### config.mk
export PLATFORM = sky130hd
export DESIGN_NAME = tcp_option_mss_parser
export DESIGN_NICKNAME = d
export VERILOG_FILES = /design/src/rtl/tomp_pkg.sv /design/src/rtl/tcp_option_mss_parser.sv /design/src/rtl/tomp_parse_step.sv
export VERILOG_INCLUDE_DIRS = /design/src /design/src/rtl
export SDC_FILE = /design/constraint.sdc
export NUM_CORES = 1
export LEC_CHECK = 0
export BUFFER_PORTS_ARGS = -buffer_cell sky130_fd_sc_hd__buf_2
export CORE_MARGIN = 2
export CORE_UTILIZATION = 50
export CTS_BUF_LIST = sky130_fd_sc_hd__clkbuf_8
export DETAILED_ROUTE_END_ITERATION = 12
export GPL_TIMING_DRIVEN = 0
export PLACE_DENSITY = 0.75
export SETUP_SLACK_MARGIN = 0.15
export SYNTH_ARGS = -nofsm -noshare
export SYNTH_HDL_FRONTEND = slang
export SYNTH_SLANG_ARGS = --single-unit
### constraint.sdc
create_clock -name clock -period 3.1 [get_ports clock]
set_input_delay 0.62 -clock clock [delete_from_list [all_inputs] [get_ports clock]]
set_output_delay 0.62 -clock clock [all_outputs]
set_load 0.01 [all_outputs]
### src/rtl/assert_macros.svh
// Assertion macros used by the parser top level for its checks.
`ifndef ASSERT_MACROS_SVH
`define ASSERT_MACROS_SVH

// Clocked implication check, switched off while reset is high.
`define ASSERT_CLK(label, clk, rst, prop, msg) \
   label: assert property (@(posedge clk) disable iff (rst) prop) else $error(msg);

// Clocked check that also holds across reset.
`define ASSERT_ALWAYS(label, clk, prop, msg) \
   label: assert property (@(posedge clk) prop) else $error(msg);

`endif

### src/rtl/tomp_pkg.sv
// Types and constants of the TCP option MSS parser.
package tomp_pkg;

   localparam logic [15:0] LOCAL_MSS_RESET = 16'd1460;

   localparam logic [7:0] KIND_END  = 8'd0;
   localparam logic [7:0] KIND_NOP  = 8'd1;
   localparam logic [7:0] KIND_MSS  = 8'd2;
   localparam logic [7:0] LEN_MIN   = 8'd2;
   localparam logic [7:0] LEN_MSS_V = 8'd4;

   typedef enum logic [2:0] {
      PH_KIND    = 3'd0,
      PH_LEN_GEN = 3'd1,
      PH_LEN_MSS = 3'd2,
      PH_MSS_HI  = 3'd3,
      PH_MSS_LO  = 3'd4,
      PH_SKIP    = 3'd5,
      PH_STOP    = 3'd6
   } parse_phase_type;

   typedef struct packed {
      parse_phase_type phase;
      logic [7:0]      skip_left;
      logic [15:0]     running_mss;
      logic [7:0]      mss_high_byte;
      logic            bad_seen;
   } parse_state_type;

   typedef struct packed {
      logic [15:0] negotiated_mss;
      logic        malformed;
   } parse_result_type;

endpackage

### src/rtl/tcp_option_mss_parser.sv
// Top level of the TCP option MSS parser: input stage, walker state, result register.
//
// Usage:
//   req_*  : option bytes of one TCP header, one item per byte; req_area_last
//            marks the final byte of the option area. Taken when req_valid is
//            high and req_stall is low.
//   rsp_*  : one item per option area, carrying the negotiated MSS (minimum of
//            local MSS and every MSS option value) and a malformed flag (bad
//            length, or an option cut off by the end of the area).
//   csr_*  : csr_wr_en writes csr_wr_data into the local MSS and reloads the
//            running MSS; write only while the parser is idle.
// Timing: a byte is held in the input register and is folded into the walker
//   state when it leaves it; the result of a last byte goes from the input
//   register into the result register. One byte per cycle while req_stall is low;
//   the walker update is a single pass of short logic between the two registers.
// Reset: synchronous, active high; local MSS returns to 1460, walker expects
//   a kind byte, both valids clear.
// Stall: the result register holds while rsp_stall is high. Non-last bytes
//   keep flowing; req_stall rises only when a last byte waits in the input
//   register behind a result that has not been taken.
module tcp_option_mss_parser import tomp_pkg::*; (
   input  logic        clock,
   input  logic        reset,
   input  logic        req_valid,
   output logic        req_stall,
   input  logic [7:0]  req_opt_byte,
   input  logic        req_area_last,
   output logic        rsp_valid,
   input  logic        rsp_stall,
   output logic [15:0] rsp_negotiated_mss,
   output logic        rsp_malformed,
   input  logic        csr_wr_en,
   input  logic [15:0] csr_wr_data
);

`include "assert_macros.svh"

   // input stage
   logic       s1_valid_ff, s1_valid_in;
   logic [7:0] s1_byte_ff;
   logic       s1_last_ff;

   // walker state and configuration
   parse_state_type parse_ff, parse_in, parse_step;
   logic [15:0]     local_mss_ff, local_mss_in;

   // result register
   logic             rsp_valid_ff, rsp_valid_in;
   parse_result_type rsp_data_ff, step_result;

   logic req_take;
   logic s1_adv;
   logic rsp_load;

   // a non-last byte never needs the result register
   assign s1_adv    = s1_valid_ff && (!s1_last_ff || !rsp_valid_ff || !rsp_stall);
   assign req_stall = s1_valid_ff && !s1_adv;
   assign req_take  = req_valid && !req_stall;
   assign rsp_load  = s1_adv && s1_last_ff;

   tomp_parse_step u_step (
      .cur_state  (parse_ff),
      .opt_byte   (s1_byte_ff),
      .area_last  (s1_last_ff),
      .local_mss  (local_mss_ff),
      .next_state (parse_step),
      .result     (step_result)
   );

   always_comb begin
      s1_valid_in  = req_take ? 1'b1 : (s1_adv ? 1'b0 : s1_valid_ff);
      rsp_valid_in = rsp_load ? 1'b1 : (rsp_stall ? rsp_valid_ff : 1'b0);
      local_mss_in = csr_wr_en ? csr_wr_data : local_mss_ff;
      parse_in     = s1_adv ? parse_step : parse_ff;
      if (csr_wr_en) begin
         parse_in.running_mss = csr_wr_data;
      end
   end

   always_ff @(posedge clock) begin
      if (reset) begin
         s1_valid_ff            <= 1'b0;
         rsp_valid_ff           <= 1'b0;
         local_mss_ff           <= LOCAL_MSS_RESET;
         parse_ff.phase         <= PH_KIND;
         parse_ff.skip_left     <= 8'd0;
         parse_ff.running_mss   <= LOCAL_MSS_RESET;
         parse_ff.mss_high_byte <= 8'd0;
         parse_ff.bad_seen      <= 1'b0;
      end else begin
         s1_valid_ff  <= s1_valid_in;
         rsp_valid_ff <= rsp_valid_in;
         local_mss_ff <= local_mss_in;
         parse_ff     <= parse_in;
      end
   end

   // payload registers
   always_ff @(posedge clock) begin
      if (req_take) begin
         s1_byte_ff <= req_opt_byte;
         s1_last_ff <= req_area_last;
      end
      if (rsp_load) begin
         rsp_data_ff <= step_result;
      end
   end

   assign rsp_valid          = rsp_valid_ff;
   assign rsp_negotiated_mss = rsp_data_ff.negotiated_mss;
   assign rsp_malformed      = rsp_data_ff.malformed;

   // checks
   `ASSERT_CLK(a_rsp_from_last, clock, reset,
      $rose(rsp_valid_ff) |-> $past(s1_valid_ff && s1_last_ff), "result without a last byte")
   `ASSERT_CLK(a_restart_after_last, clock, reset,
      (rsp_load && !csr_wr_en) |=> (parse_ff.phase == PH_KIND && parse_ff.skip_left == 8'd0
      && !parse_ff.bad_seen), "walker not restarted after area end")
   `ASSERT_CLK(a_stall_cause, clock, reset,
      req_stall |-> (s1_valid_ff && s1_last_ff && rsp_valid_ff && rsp_stall),
      "input stalled without a blocked result")

endmodule

### src/rtl/tomp_parse_step.sv
// Per-byte next-state logic of the option walker, with end-of-area restart.
module tomp_parse_step import tomp_pkg::*; (
   input  parse_state_type  cur_state,
   input  logic [7:0]       opt_byte,
   input  logic             area_last,
   input  logic [15:0]      local_mss,
   output parse_state_type  next_state,
   output parse_result_type result
);

   always_comb begin
      parse_state_type st;
      logic [15:0]     mss_val;
      st      = cur_state;
      mss_val = {cur_state.mss_high_byte, opt_byte};

      case (cur_state.phase)
         PH_KIND: begin
            if (opt_byte == KIND_END) begin
               st.phase = PH_STOP;
            end else if (opt_byte == KIND_NOP) begin
               st.phase = PH_KIND;
            end else if (opt_byte == KIND_MSS) begin
               st.phase = PH_LEN_MSS;
            end else begin
               st.phase = PH_LEN_GEN;
            end
         end
         PH_LEN_GEN, PH_LEN_MSS: begin
            if (opt_byte < LEN_MIN) begin
               st.bad_seen = 1'b1;
               st.phase    = PH_STOP;
            end else if (cur_state.phase == PH_LEN_MSS && opt_byte >= LEN_MSS_V) begin
               st.skip_left = opt_byte - LEN_MSS_V;
               st.phase     = PH_MSS_HI;
            end else begin
               st.skip_left = opt_byte - LEN_MIN;
               st.phase     = (st.skip_left == 8'd0) ? PH_KIND : PH_SKIP;
            end
         end
         PH_MSS_HI: begin
            st.mss_high_byte = opt_byte;
            st.phase         = PH_MSS_LO;
         end
         PH_MSS_LO: begin
            if (mss_val < cur_state.running_mss) begin
               st.running_mss = mss_val;
            end
            st.phase = (cur_state.skip_left == 8'd0) ? PH_KIND : PH_SKIP;
         end
         PH_SKIP: begin
            if (cur_state.skip_left != 8'd0) begin
               st.skip_left = cur_state.skip_left - 8'd1;
            end
            st.phase = (st.skip_left == 8'd0) ? PH_KIND : PH_SKIP;
         end
         default: begin
            st.phase = PH_STOP;
         end
      endcase

      // option still open at the end of the area
      if (area_last && st.phase != PH_KIND && st.phase != PH_STOP) begin
         st.bad_seen = 1'b1;
      end

      result.negotiated_mss = st.running_mss;
      result.malformed      = st.bad_seen;

      if (area_last) begin
         next_state.phase         = PH_KIND;
         next_state.skip_left     = 8'd0;
         next_state.running_mss   = local_mss;
         next_state.mss_high_byte = 8'd0;
         next_state.bad_seen      = 1'b0;
      end else begin
         next_state = st;
      end
   end

endmodule
==> impl_results.md, run 1 <==
* Run status: finished clean
* Non-filler cells, final at roughly 710
* Post-placement cell area at roughly 0.0051 mm²
* Summed area of non-filler cells in the final layout at roughly 0.0053 mm²
* Row count at 35
* Post-Route WL at 13050 µm
* Worst path arrival time at 2.87 ns
* Kind of launch point of the worst setup path: flop
* Worst IR drop on VDD at 0.2395 mV
* Internal power contribution at 1.694 mW
* Synthesized net count at between 500 and 600
* Synth Instances at 537
* Worst Hold Margin at 0.4282 ns
* Total of warnings raised by yosys at 0
* Count of nets after finishing at 649
* Area of combinational cells with multiple inputs at about 0.0026 mm²
* Post-synthesis sequential area ratio at roughly two fifths
* Final total negative setup slack at 0 ns
* Layout-stage area growth over the synthesis result at 12.96%
* Clock sink count at 80
* Part of the power in combinational logic at between 10% and 20%
* Inst Count DP at 696
* Routed len/inst at 18.27 µm
* Final setup slack of the worst path at ~0.32 ns
* DRT Pass-1 Iters at 5
* Total power divided by cell area at 432.3 mW/mm²
* Final weighted congestion of routability-driven global placement at around 0.95
* Longest Clk Path Bufs at 2
* Core Util, Final at 58.11%
* FF/Latch Area at between 0.0015 and 0.002 mm²
* Total number of H-tree levels at 3
* Critical path required time at 3.19 ns
* Slew at the pin closest to its max-slew limit at 0.9129 ns
* Clock slew at reported path FFs at 0.08 ns
* DRC marker count from the first detailed-route iteration at 376
* Post-Place Setup Slack at 0.2477 ns
* Highest fanout seen on the critical path at 6
* Leading register cell type out of synthesis: sky130_fd_sc_hd__dfxtp_1
* Setup-failing EPs final at 0
* Post-CTS Hold Buffers at 0
* Sort of element at the end of the critical path: flop
* Initial core utilization at 51.44%
* Count of state elements after synthesis at 80
* Category of the most critical setup path: reg -> reg
* Height of the die at 101.3 µm
* Count of final hold-check violations at 0
* Post-route total power at 2.310 mW
* Sw Pwr at 615.9 µW
* Sequential power share at 50.1%
* Unrepaired setup endpoints after global routing: false
* Share of async-settable or async-resettable flops after synthesis at 0%
* Most numerous cell types in the synthesized netlist: 54 x sky130_fd_sc_hd__dfxtp_1, 44 x sky130_fd_sc_hd__a21oi_1, 36 x sky130_fd_sc_hd__nand3_1, 35 x sky130_fd_sc_hd__nor2_1, 34 x sky130_fd_sc_hd__nand2_1
* DIE WIDTH at approximately 100 µm
* Most common cell in the netlist: sky130_fd_sc_hd__dfxtp_1
* Share of the cycle needed by the critical path after routing at 89.71%
* Global-route wire length before repair at 21580 µm
* Vias at 4418
* Number of violations of the max-capacitance limit at 0
* Synth Area per Inst at 8.810 µm²
* Total overflow reported by the global router at 0
* Maximum clock frequency at approximately 360 MHz
* Total die area at 0.01026 mm²
* Maximum number of pins on one net before global-route repair at 19
* Layout fillers at 827
* Number of distinct standard cells referenced by the synthesized netlist at 70
* Antenna violations before repair at 0
* Min Tclk post-route at 2.781 ns
* Vias in the first global route at ~4200
* Port Buf Inserts at 48
* Sw Share at between 20% and 30%
* Antenna Diode Count at 0
* Proportion of layout cells with a drive suffix above 1 at 15.59%
* Leakage at 2.051 nW
* Clock latency on the worst-skew pair at about 0.37 ns
* Antenna Violating Nets Remaining at 0
* Number of synthesized flops with an enable pin at 26
* Max Transition Viols Final at 0
* Buffer cell driving the clock tree root: sky130_fd_sc_hd__clkbuf_8
* Top cell type's share of synthesized area at 22.85%
* Number of top-level pins at 49
* Post-route DRC at 0
* Overall fraction of global-route tracks in use at around 27%
* Clk network pwr share at between 30% and 40%
* Worst min path class: in -> reg
* Top cell type by total area after synthesis: sky130_fd_sc_hd__dfxtp_1
* CTS Buf Count at 9
* Dominant cells by area after synthesis: sky130_fd_sc_hd__dfxtp_1 23%, sky130_fd_sc_hd__edfxtp_1 17%, sky130_fd_sc_hd__ha_1 5.6%
* Core region area at 0.009196 mm²
* Post-Route Skew at 0.01589 ns
* Area of the mapped netlist at 0.004731 mm²
* TritonCTS clock tree: built
* Worst max-slew margin expressed relative to the limit at between 30 and 40%
* DP Wirelength at 9604 µm
* Via count normalized by instance count at roughly 6.2
-- routing by layer --
metal | vias to the layer above | part of all wire, % | global-route usage, %
met5 | - | 0 | 0
met2 | 182 | 45 | 41.82
met4 | 0 | 2.9 | 12.68
met1 | 2103 | 46 | 37.50
li1 | 2105 | - | -
met3 | 28 | 6.1 | 4.279
-- worst max-delay path: stages (launching register included) --
cell	delay [ns]
sky130_fd_sc_hd__edfxtp_1	0.53
sky130_fd_sc_hd__inv_1	0.21
sky130_fd_sc_hd__ha_1	0.28
sky130_fd_sc_hd__a21boi_1	0.35
sky130_fd_sc_hd__xor2_1	0.10
sky130_fd_sc_hd__o21ai_0	0.36
sky130_fd_sc_hd__nand3_1	0.15
sky130_fd_sc_hd__a2111oi_2	0.38
sky130_fd_sc_hd__a21oi_1	0.14
-- flip-flops by register name, indices dropped and copies added (netlist names) --
signal	flops
parse_ff	36
rsp_valid	1
s1_byte_ff	8
local_mss_ff	16
s1_last_ff	1
s1_valid_ff	1
rsp_malformed	1
rsp_negotiated_mss	16
-- worst paths after layout --
check	start	cells past startpoint	slack, ns	endpoint
worst max register to register	s1_byte_ff[3]$_DFFE_PP_	8	0.32	rsp_malformed$_DFFE_PP_
worst min register to register	local_mss_ff[6]$_SDFFE_PP0P_	2	0.48	local_mss_ff[6]$_SDFFE_PP0P_
worst max-delay path	s1_byte_ff[3]$_DFFE_PP_	8	0.32	rsp_malformed$_DFFE_PP_
worst min-delay path	req_opt_byte[7]	1	0.43	s1_byte_ff[7]$_DFFE_PP_
-- power by group through the flow --
stage	Clock, mW	Sequential (mW)	Combinational [mW]
4_1_cts	0.858	1.16	0.297
3_3_place_gp	0	1.18	0.289
6_report	0.849	1.16	0.304
2_1_floorplan	0	1.18	0.196
5_1_grt	0.898	1.16	0.338
3_5_place_dp	0	1.18	0.294
-- placed cells by master, fill, tap and decap left out, drive strengths merged, types with 9 or more instances in the layout --
master  netlist  routed
ha           21      21
o21ai        29      29
a211oi       14      14
inv          30      34
nand3        37      37
clkbuf       25      34
nor2b         9       9
dfxtp        54      54
nor3         12      12
mux2i        12      12
nand4        10      10
edfxtp       26      26
a211o         9       9
nand2        34      34
a21oi        45      45
a22oi        10      10
nor2         37      37
nand3b       13      13
buf          17      67
nand2b       11      11
-- area by class of cell --
| type | count | area share [%] |
|---|---|---|
| multi-input combinational | 385 | 48.19 |
| sequential | 80 | 34.84 |
| timing repair buffer | 50 | 4.776 |
| buffer | 42 | 3.535 |
| tap | 111 | 2.599 |
| clock buffer | 9 | 2.318 |
| inverter | 30 | 2.107 |
| clock inverter | 7 | 1.639 |
-- cells by family after synthesis --
kind of cell | after synthesis | synth area share, %
DFF | 80 | 39.35
adders and majority gates | 21 | 5.554
buffers and inverters | 72 | 6.321
muxes | 13 | 2.777
xor gates and xnor gates | 9 | 1.666
and+or+nand+nor | 190 | 21.85
AOI/OAI and AO/OA | 152 | 22.48
-- repair_timing --
item / 4_1_cts / 5_1_grt
buffers inserted: 0 / 2
endpoints found under the setup margin: 0 / 14
gates resized for setup: 0 / 6
Note: power is estimated with default switching activity, not from simulation.
==> run 2, diff against run 1 <==
CORE_ASPECT_RATIO = 1.25   (was not set)
SYNTH_HIERARCHICAL = 1   (was not set)
==> impl_results.md, run 2 <==
* Number of distinct standard cells referenced by the synthesized netlist at 59
* Number of violations of the max-capacitance limit at 0
* Leakage at 2.272 nW
* Post-synthesis sequential area ratio at 38.11%
* Most common cell after layout, fill and taps aside: sky130_fd_sc_hd__nor2_1
* Proportion of layout cells with a drive suffix above 1 at 15.85%
* Worst IR drop on VDD at 0.3038 mV
* Most frequent cells in the layout: 60 x sky130_fd_sc_hd__nor2_1, 58 x sky130_fd_sc_hd__buf_2, 54 x sky130_fd_sc_hd__dfxtp_1
* Sort of element at the end of the critical path: flop
* Reg with most FFs: parse_ff
* Buffer cell driving the clock tree root: sky130_fd_sc_hd__clkbuf_8
* Flip-flop count of the largest register after layout at 36
* Vias at ~4800
* Routed len/inst at 17.49 µm
* Clock sink count at 80
* Post-route total power at about 2.2 mW
* Post-Route WL at 13670 µm
* Detailed-routed wire length on met2 at roughly 6800 µm
* Clock latency on the worst-skew pair at about 0.37 ns
* Top cell type by total area after synthesis: sky130_fd_sc_hd__dfxtp_1
* Unrepaired setup endpoints after global routing: true
* Final total negative setup slack at 0 ns
* Max Transition Viols Final at 0
* Via count normalized by instance count at 6.114
* DIE WIDTH at 92.41 µm
* Worst min path class: in -> reg
* Worst path arrival time at 3.13 ns
* Vias in the first global route at 4461
* Max layer used: met4
* Worst R2R Setup Slack at 0.22 ns
* Global-route wire length before repair at 22000 µm
* DP Wirelength at 10210 µm
* Setup-failing EPs final at 0
* Final weighted congestion of routability-driven global placement at 0.9630
* Worst hold start: req_opt_byte[6]
* Highest fanout seen on the critical path at 10
* Count of nets after finishing at 701
* Share of async-settable or async-resettable flops after synthesis at 0%
* Synth Area per Inst at 8.350 µm²
* Dominant cells by area after synthesis: sky130_fd_sc_hd__dfxtp_1 22%, sky130_fd_sc_hd__edfxtp_1 16%, sky130_fd_sc_hd__o21ai_0 5.8%
* End point of the worst hold path: s1_byte_ff[6]$_DFFE_PP_
* Number of synthesized flops with an enable pin at 26
* Leading register cell type out of synthesis: sky130_fd_sc_hd__dfxtp_1
* Routed length on met1 at roughly 5400 µm
* Antenna violations before repair at 0
* Share of the cycle needed by the critical path after routing at 92.82%
* Core Util, Final at roughly 58%
* Startpoint of the most critical register-to-register path: s1_byte_ff[4]$_DFFE_PP_
* Total power divided by cell area at roughly 390 mW/mm²
* Post-Route Skew at 0.007385 ns
* Core region area at 0.009559 mm²
* Critical register-to-register path endpoint: parse_ff[22]$_SDFFE_PP0P_
* Count of state elements after synthesis at 80
* Height of the die at ~110 µm
* Area of the mapped netlist at 0.004885 mm²
* Category of the most critical setup path: reg -> reg
* Post-Place Setup Slack at 0.04052 ns
* Routed wl met3 at 823 µm
* DRT Pass-1 Iters at 6
* Overall fraction of global-route tracks in use at a little over a quarter
* Critical path required time at 3.35 ns
* Layout-stage area growth over the synthesis result at 12.91%
* Synthesized net count at ~640
* Post-CTS Hold Buffers at 0
* Area of combinational cells with multiple inputs at 0.002666 mm²
* Final setup slack of the worst path at around 0.22 ns
* Post-route DRC at 0
* Antenna Violating Nets Remaining at 0
* Total die area at between 0.01 and 0.015 mm²
* Synth Instances at around 600
* Layout fillers at 889
* Most numerous cell types in the synthesized netlist: 60 x sky130_fd_sc_hd__nor2_1, 57 x sky130_fd_sc_hd__o21ai_0, 54 x sky130_fd_sc_hd__dfxtp_1, 50 x sky130_fd_sc_hd__a21oi_1, 37 x sky130_fd_sc_hd__nand3_1
* Worst Hold Margin at 0.4286 ns
* Slew at the pin closest to its max-slew limit at 0.8785 ns
* Number of top-level pins at 49
* Row count at 40
* Logic depth of the worst register-to-register path at 10
* Number of cells on the worst hold path at 1
* Total number of H-tree levels at 3
* TritonCTS clock tree: built
* CTS Buf Count at 9
* Worst max-slew margin expressed relative to the limit at 41.43%
* Maximum number of pins on one net before global-route repair at 18
* Longest Clk Path Bufs at 2
* Clock slew at reported path FFs at 0.08 ns
* Port Buf Inserts at 46
* Count of final hold-check violations at 0
* FF/Latch Area at 0.001862 mm²
* Total overflow reported by the global router at 0
* Min Tclk post-route at 2.877 ns
* DRC marker count from the first detailed-route iteration at 445
* Total of warnings raised by yosys at 6
* Kind of launch point of the worst setup path: flop
* Initial core utilization at 51.10%
* Antenna Diode Count at 0
* Most common cell in the netlist: sky130_fd_sc_hd__nor2_1
* Maximum clock frequency at between 300 and 400 MHz
* Top cell type's share of synthesized area at 22.13%
* Run status: finished clean
-- run 2: cell count changes after synthesis, moves of 9 or more --
cell / previous run / this run
sky130_fd_sc_hd__nor2_1: 35 / 60
sky130_fd_sc_hd__o21ai_0: 28 / 57
sky130_fd_sc_hd__or4_1: 3 / 13
sky130_fd_sc_hd__a31oi_1: 2 / 20
sky130_fd_sc_hd__a211o_1: 9 / 0
sky130_fd_sc_hd__nand3b_1: 13 / 1
-- run 2: final cells by class --
class / instances / share of cell area, %
buffer: 46 / 4.152
multi-input combinational: 424 / 48.34
sequential: 80 / 33.76
clock inverter: 6 / 0.6125
timing repair buffer: 55 / 5.399
inverter: 35 / 2.382
tap: 126 / 2.858
clock buffer: 10 / 2.495
-- run 2: stage by stage --
step | area (µm²) | std cells
global route | 5515 | 782
CTS | 5468 | 776
finish | 5515 | 782
floorplan | 4885 | 585
global placement | 5273 | 757
detailed placement | 5273 | 757
-- run 2: kinds of logic (layout without fill, tap and decap cells) --
family | count (synthesis) | in the layout | share of synthesized area (%)
simple gates | 199 | 199 | 21.18
compound gates | 177 | 177 | 22.75
buf+inv | 81 | 152 | 7.325
fa+ha+maj | 20 | 20 | 5.123
xor+xnor | 9 | 9 | 1.614
flops | 80 | 80 | 38.11
mux | 19 | 19 | 3.893
-- run 2: worst max-delay path by stage --
stage,startpoint,to,slack [ns]
final,s1_byte_ff[4]$_DFFE_PP_,parse_ff[22]$_SDFFE_PP0P_,0.22
after global placement,s1_byte_ff[7]$_DFFE_PP_,parse_ff[10]$_SDFFE_PP0P_,0.09
after CTS,s1_byte_ff[4]$_DFFE_PP_,parse_ff[12]$_SDFFE_PP0P_,0.18
after detailed placement,s1_byte_ff[7]$_DFFE_PP_,parse_ff[12]$_SDFFE_PP0P_,0.04
after global routing,s1_byte_ff[7]$_DFFE_PP_,parse_ff[20]$_SDFFE_PP0P_,0.14
after floorplan,s1_byte_ff[7]$_DFFE_PP_,parse_ff[18]$_SDFFE_PP0P_,0.51
-- run 2: layer usage --
layer	GRT usage (%)	up-vias
met3	5.464	59
met4	16.92	0
li1	-	2269
met5	0	-
met2	44.23	220
met1	30.79	2233
-- run 2: worst max-delay path, stage by stage (launching register included) --
cell                       delay [ns]
sky130_fd_sc_hd__edfxtp_1        0.41
sky130_fd_sc_hd__ha_1            0.31
sky130_fd_sc_hd__a21o_1          0.18
sky130_fd_sc_hd__a21oi_1         0.12
sky130_fd_sc_hd__o21ai_0         0.18
sky130_fd_sc_hd__a41o_2          0.38
sky130_fd_sc_hd__buf_2           0.21
sky130_fd_sc_hd__o21ai_0         0.24
sky130_fd_sc_hd__a31oi_1         0.11
sky130_fd_sc_hd__or4_1           0.48
sky130_fd_sc_hd__o311a_1         0.13
-- run 2: repair_timing --
| item | in CTS | in global routing |
|---|---|---|
| setup buffers | 3 | 6 |
| gates resized for setup | 1 | 10 |
| endpoints found under the setup margin | 8 | 10 |
| hold endpoints to repair | 0 | 0 |
| cloned | 0 | 0 |
| pin swaps | 0 | 2 |
-- run 2: report_power, final --
group	total [mW]	leakage (nW)	switching, mW	internal [mW]
sequential	1.16	0.687	0.0323	1.13
combinational	0.324	1.50	0.199	0.125
clock	0.686	0.0875	0.379	0.307
==> run 3, diff against run 2 <==
ABC_AREA = 0   (was not set)
CORE_ASPECT_RATIO = 1.75   (was 1.25)
SLEW_MARGIN = 25   (was not set)
==> impl_results.md, run 3 (synthesis results as in run 2) <==
* Run status: finished clean
* Clock slew at reported path FFs at 0.08 ns
* Initial core utilization at 51.59%
* Most frequent cells in the layout: 60 x sky130_fd_sc_hd__nor2_1, 57 x sky130_fd_sc_hd__buf_2, 54 x sky130_fd_sc_hd__dfxtp_1
* Clock latency on the worst-skew pair at 0.35 ns
* DRC marker count from the first detailed-route iteration at 391
* Category of the most critical setup path: reg -> reg
* Overall fraction of global-route tracks in use at between 20% and 30%
* Worst-path cell with the longest stage delay: sky130_fd_sc_hd__edfxtp_1
* Layout-stage area growth over the synthesis result at 13.32%
* Critical register-to-register path endpoint: parse_ff[10]$_SDFFE_PP0P_
* Row count at 47
* Reg with most FFs: parse_ff
* Logic depth of the worst register-to-register path at 11
* Sort of element at the end of the critical path: flop
* Final total negative setup slack at 0 ns
* Max Transition Viols Final at 0
* Port Buf Inserts at 46
* Layout fillers at 854
* Largest delay share family, worst path: compound AO/OA/AOI/OAI gates
* Longest Clk Path Bufs at 2
* Startpoint of the most critical register-to-register path: s1_byte_ff[6]$_DFFE_PP_
* Antenna Violating Nets Remaining at 0
* Core region area at 0.009468 mm²
* Post-Route Skew at ~0.0075 ns
* Largest stage delay, worst path at 0.63 ns
* Maximum number of pins on one net before global-route repair at 18
* Flip-flop count of the largest register after layout at 36
* Routed len/inst at 18.26 µm
* Share of the cycle needed by the critical path after routing at 93.03%
* Antenna violations before repair at 0
* Maximum clock frequency at roughly 350 MHz
* Slew at the pin closest to its max-slew limit at roughly 0.98 ns
* Proportion of layout cells with a drive suffix above 1 at approximately 16%
* Global-route wire length before repair at 22390 µm
* Worst R2R Setup Slack at 0.22 ns
* Final weighted congestion of routability-driven global placement at between 0.9 and 1
* Clock sink count at 80
* Count of nets after finishing at roughly 700
* Leakage at 2.290 nW
* Vias in the first global route at about 4600
* Critical path buffers and inverters at 1
* Total overflow reported by the global router at 0
* Unrepaired setup endpoints after global routing: true
* Height of the die at 134.8 µm
* Count of final hold-check violations at 0
* Worst max-slew margin expressed relative to the limit at 34.76%
* Number of cells on the worst hold path at 1
* Most common cell after layout, fill and taps aside: sky130_fd_sc_hd__nor2_1
* Buffer cell driving the clock tree root: sky130_fd_sc_hd__clkbuf_8
* Post-route total power at roughly 2.3 mW
* Total number of H-tree levels at 3
* Kind of launch point of the worst setup path: flop
* Total die area at 0.01061 mm²
* Cell Chain, Critical Path: ha_1 > a21oi_1 > nor2_1 > nor2_1 > a21oi_1 > a41o_2 > clkbuf_2 > o21ai_1 > a2bb2oi_1 > or4_1 > o311a_1
* Worst IR drop on VDD at 0.3253 mV
* Number of violations of the max-capacitance limit at 0
* End point of the worst hold path: s1_byte_ff[7]$_DFFE_PP_
* Worst hold start: req_opt_byte[7]
* Min Tclk post-route at 2.884 ns
* Post-Route WL at 14130 µm
* Critical path required time at between 3 and 4 ns
* CTS Buf Count at 9
* Number of top-level pins at 49
* Worst path arrival time at between 3 and 4 ns
* DRT Pass-1 Iters at 5
* Highest fanout seen on the critical path at 10
* Worst min path class: in -> reg
* Post-route DRC at 0
* Total power divided by cell area at 419.7 mW/mm²
* TritonCTS clock tree: built
* Antenna Diode Count at 0
* DP Wirelength at 10750 µm
* DIE WIDTH at 78.72 µm
* Setup-failing EPs final at 0
* Vias at 4795
* Via count normalized by instance count at 6.195
## run 3: what timing repair did
| item | in CTS | in global routing |
|---|---|---|
| gates resized for setup | 5 | 13 |
| setup endpoints to repair | 8 | 14 |
| cloned | 0 | 0 |
| buffers inserted | 2 | 3 |
| pin swaps | 1 | 2 |
| hold buffers | 0 | 0 |
## run 3: worst max-delay path by stage
stage	start	endpoint	cells past startpoint
after floorplan	s1_byte_ff[7]$_DFFE_PP_	parse_ff[18]$_SDFFE_PP0P_	11
after global placement	s1_byte_ff[7]$_DFFE_PP_	parse_ff[10]$_SDFFE_PP0P_	11
after detailed placement	s1_byte_ff[7]$_DFFE_PP_	parse_ff[10]$_SDFFE_PP0P_	11
after CTS	s1_byte_ff[1]$_DFFE_PP_	parse_ff[18]$_SDFFE_PP0P_	10
after global routing	s1_byte_ff[6]$_DFFE_PP_	parse_ff[18]$_SDFFE_PP0P_	11
final	s1_byte_ff[6]$_DFFE_PP_	parse_ff[10]$_SDFFE_PP0P_	11
## run 3: worst register-to-register path, cell delays in order (launching register included)
cell and delay (ns):
sky130_fd_sc_hd__edfxtp_1 0.63, sky130_fd_sc_hd__ha_1 0.29, sky130_fd_sc_hd__a21oi_1 0.14, sky130_fd_sc_hd__nor2_1 0.05, sky130_fd_sc_hd__nor2_1 0.08, sky130_fd_sc_hd__a21oi_1 0.10
sky130_fd_sc_hd__a41o_2 0.31, sky130_fd_sc_hd__clkbuf_2 0.21, sky130_fd_sc_hd__o21ai_1 0.26, sky130_fd_sc_hd__a2bb2oi_1 0.11, sky130_fd_sc_hd__or4_1 0.47, sky130_fd_sc_hd__o311a_1 0.13
## run 3: layout make-up
type	count	area (µm²)	area share, %
plain buffers	46	230.2	4.159
flip-flops and latches	80	1862	33.63
well taps	122	152.6	2.758
clock inverters	6	77.57	1.401
inverters	35	131.4	2.373
repair buffers	51	267.8	4.837
clock buffers	10	137.6	2.486
multi-input cells	424	2676	48.35
## run 3: power by group
group / internal, mW / switching, mW / total, mW / leakage [nW]
Combinational: 0.125 / 0.201 / 0.326 / 1.48
Sequential: 1.13 / 0.0340 / 1.16 / 0.687
Clock: 0.468 / 0.367 / 0.834 / 0.121
Total: 1.72 / 0.601 / 2.32 / 2.29
## run 3: per-layer routing
layer	up-vias	wire (µm)	track usage (%)
li1	2268	-	-
met1	2161	4976	28.46
met2	274	7160	48.24
met3	92	886	4.746
met4	0	1108	19.10
met5	-	0	0
## run 3: through the flow
step | setup slack, ns | instances | instance area, µm² | hold WS (ns) | util [%]
3_3_place_gp | 0.05941 | 753 | 5268 | 0.4628 | 55.64
3_5_place_dp | 0.07131 | 753 | 5268 | 0.4724 | 55.64
4_1_cts | 0.1508 | 771 | 5499 | 0.4280 | 58.08
5_1_grt | 0.1281 | 774 | 5535 | 0.4238 | 58.46
2_1_floorplan | 0.5067 | 585 | 4885 | 0.4496 | -
6_report | 0.2160 | 774 | 5535 | 0.4370 | 58.46
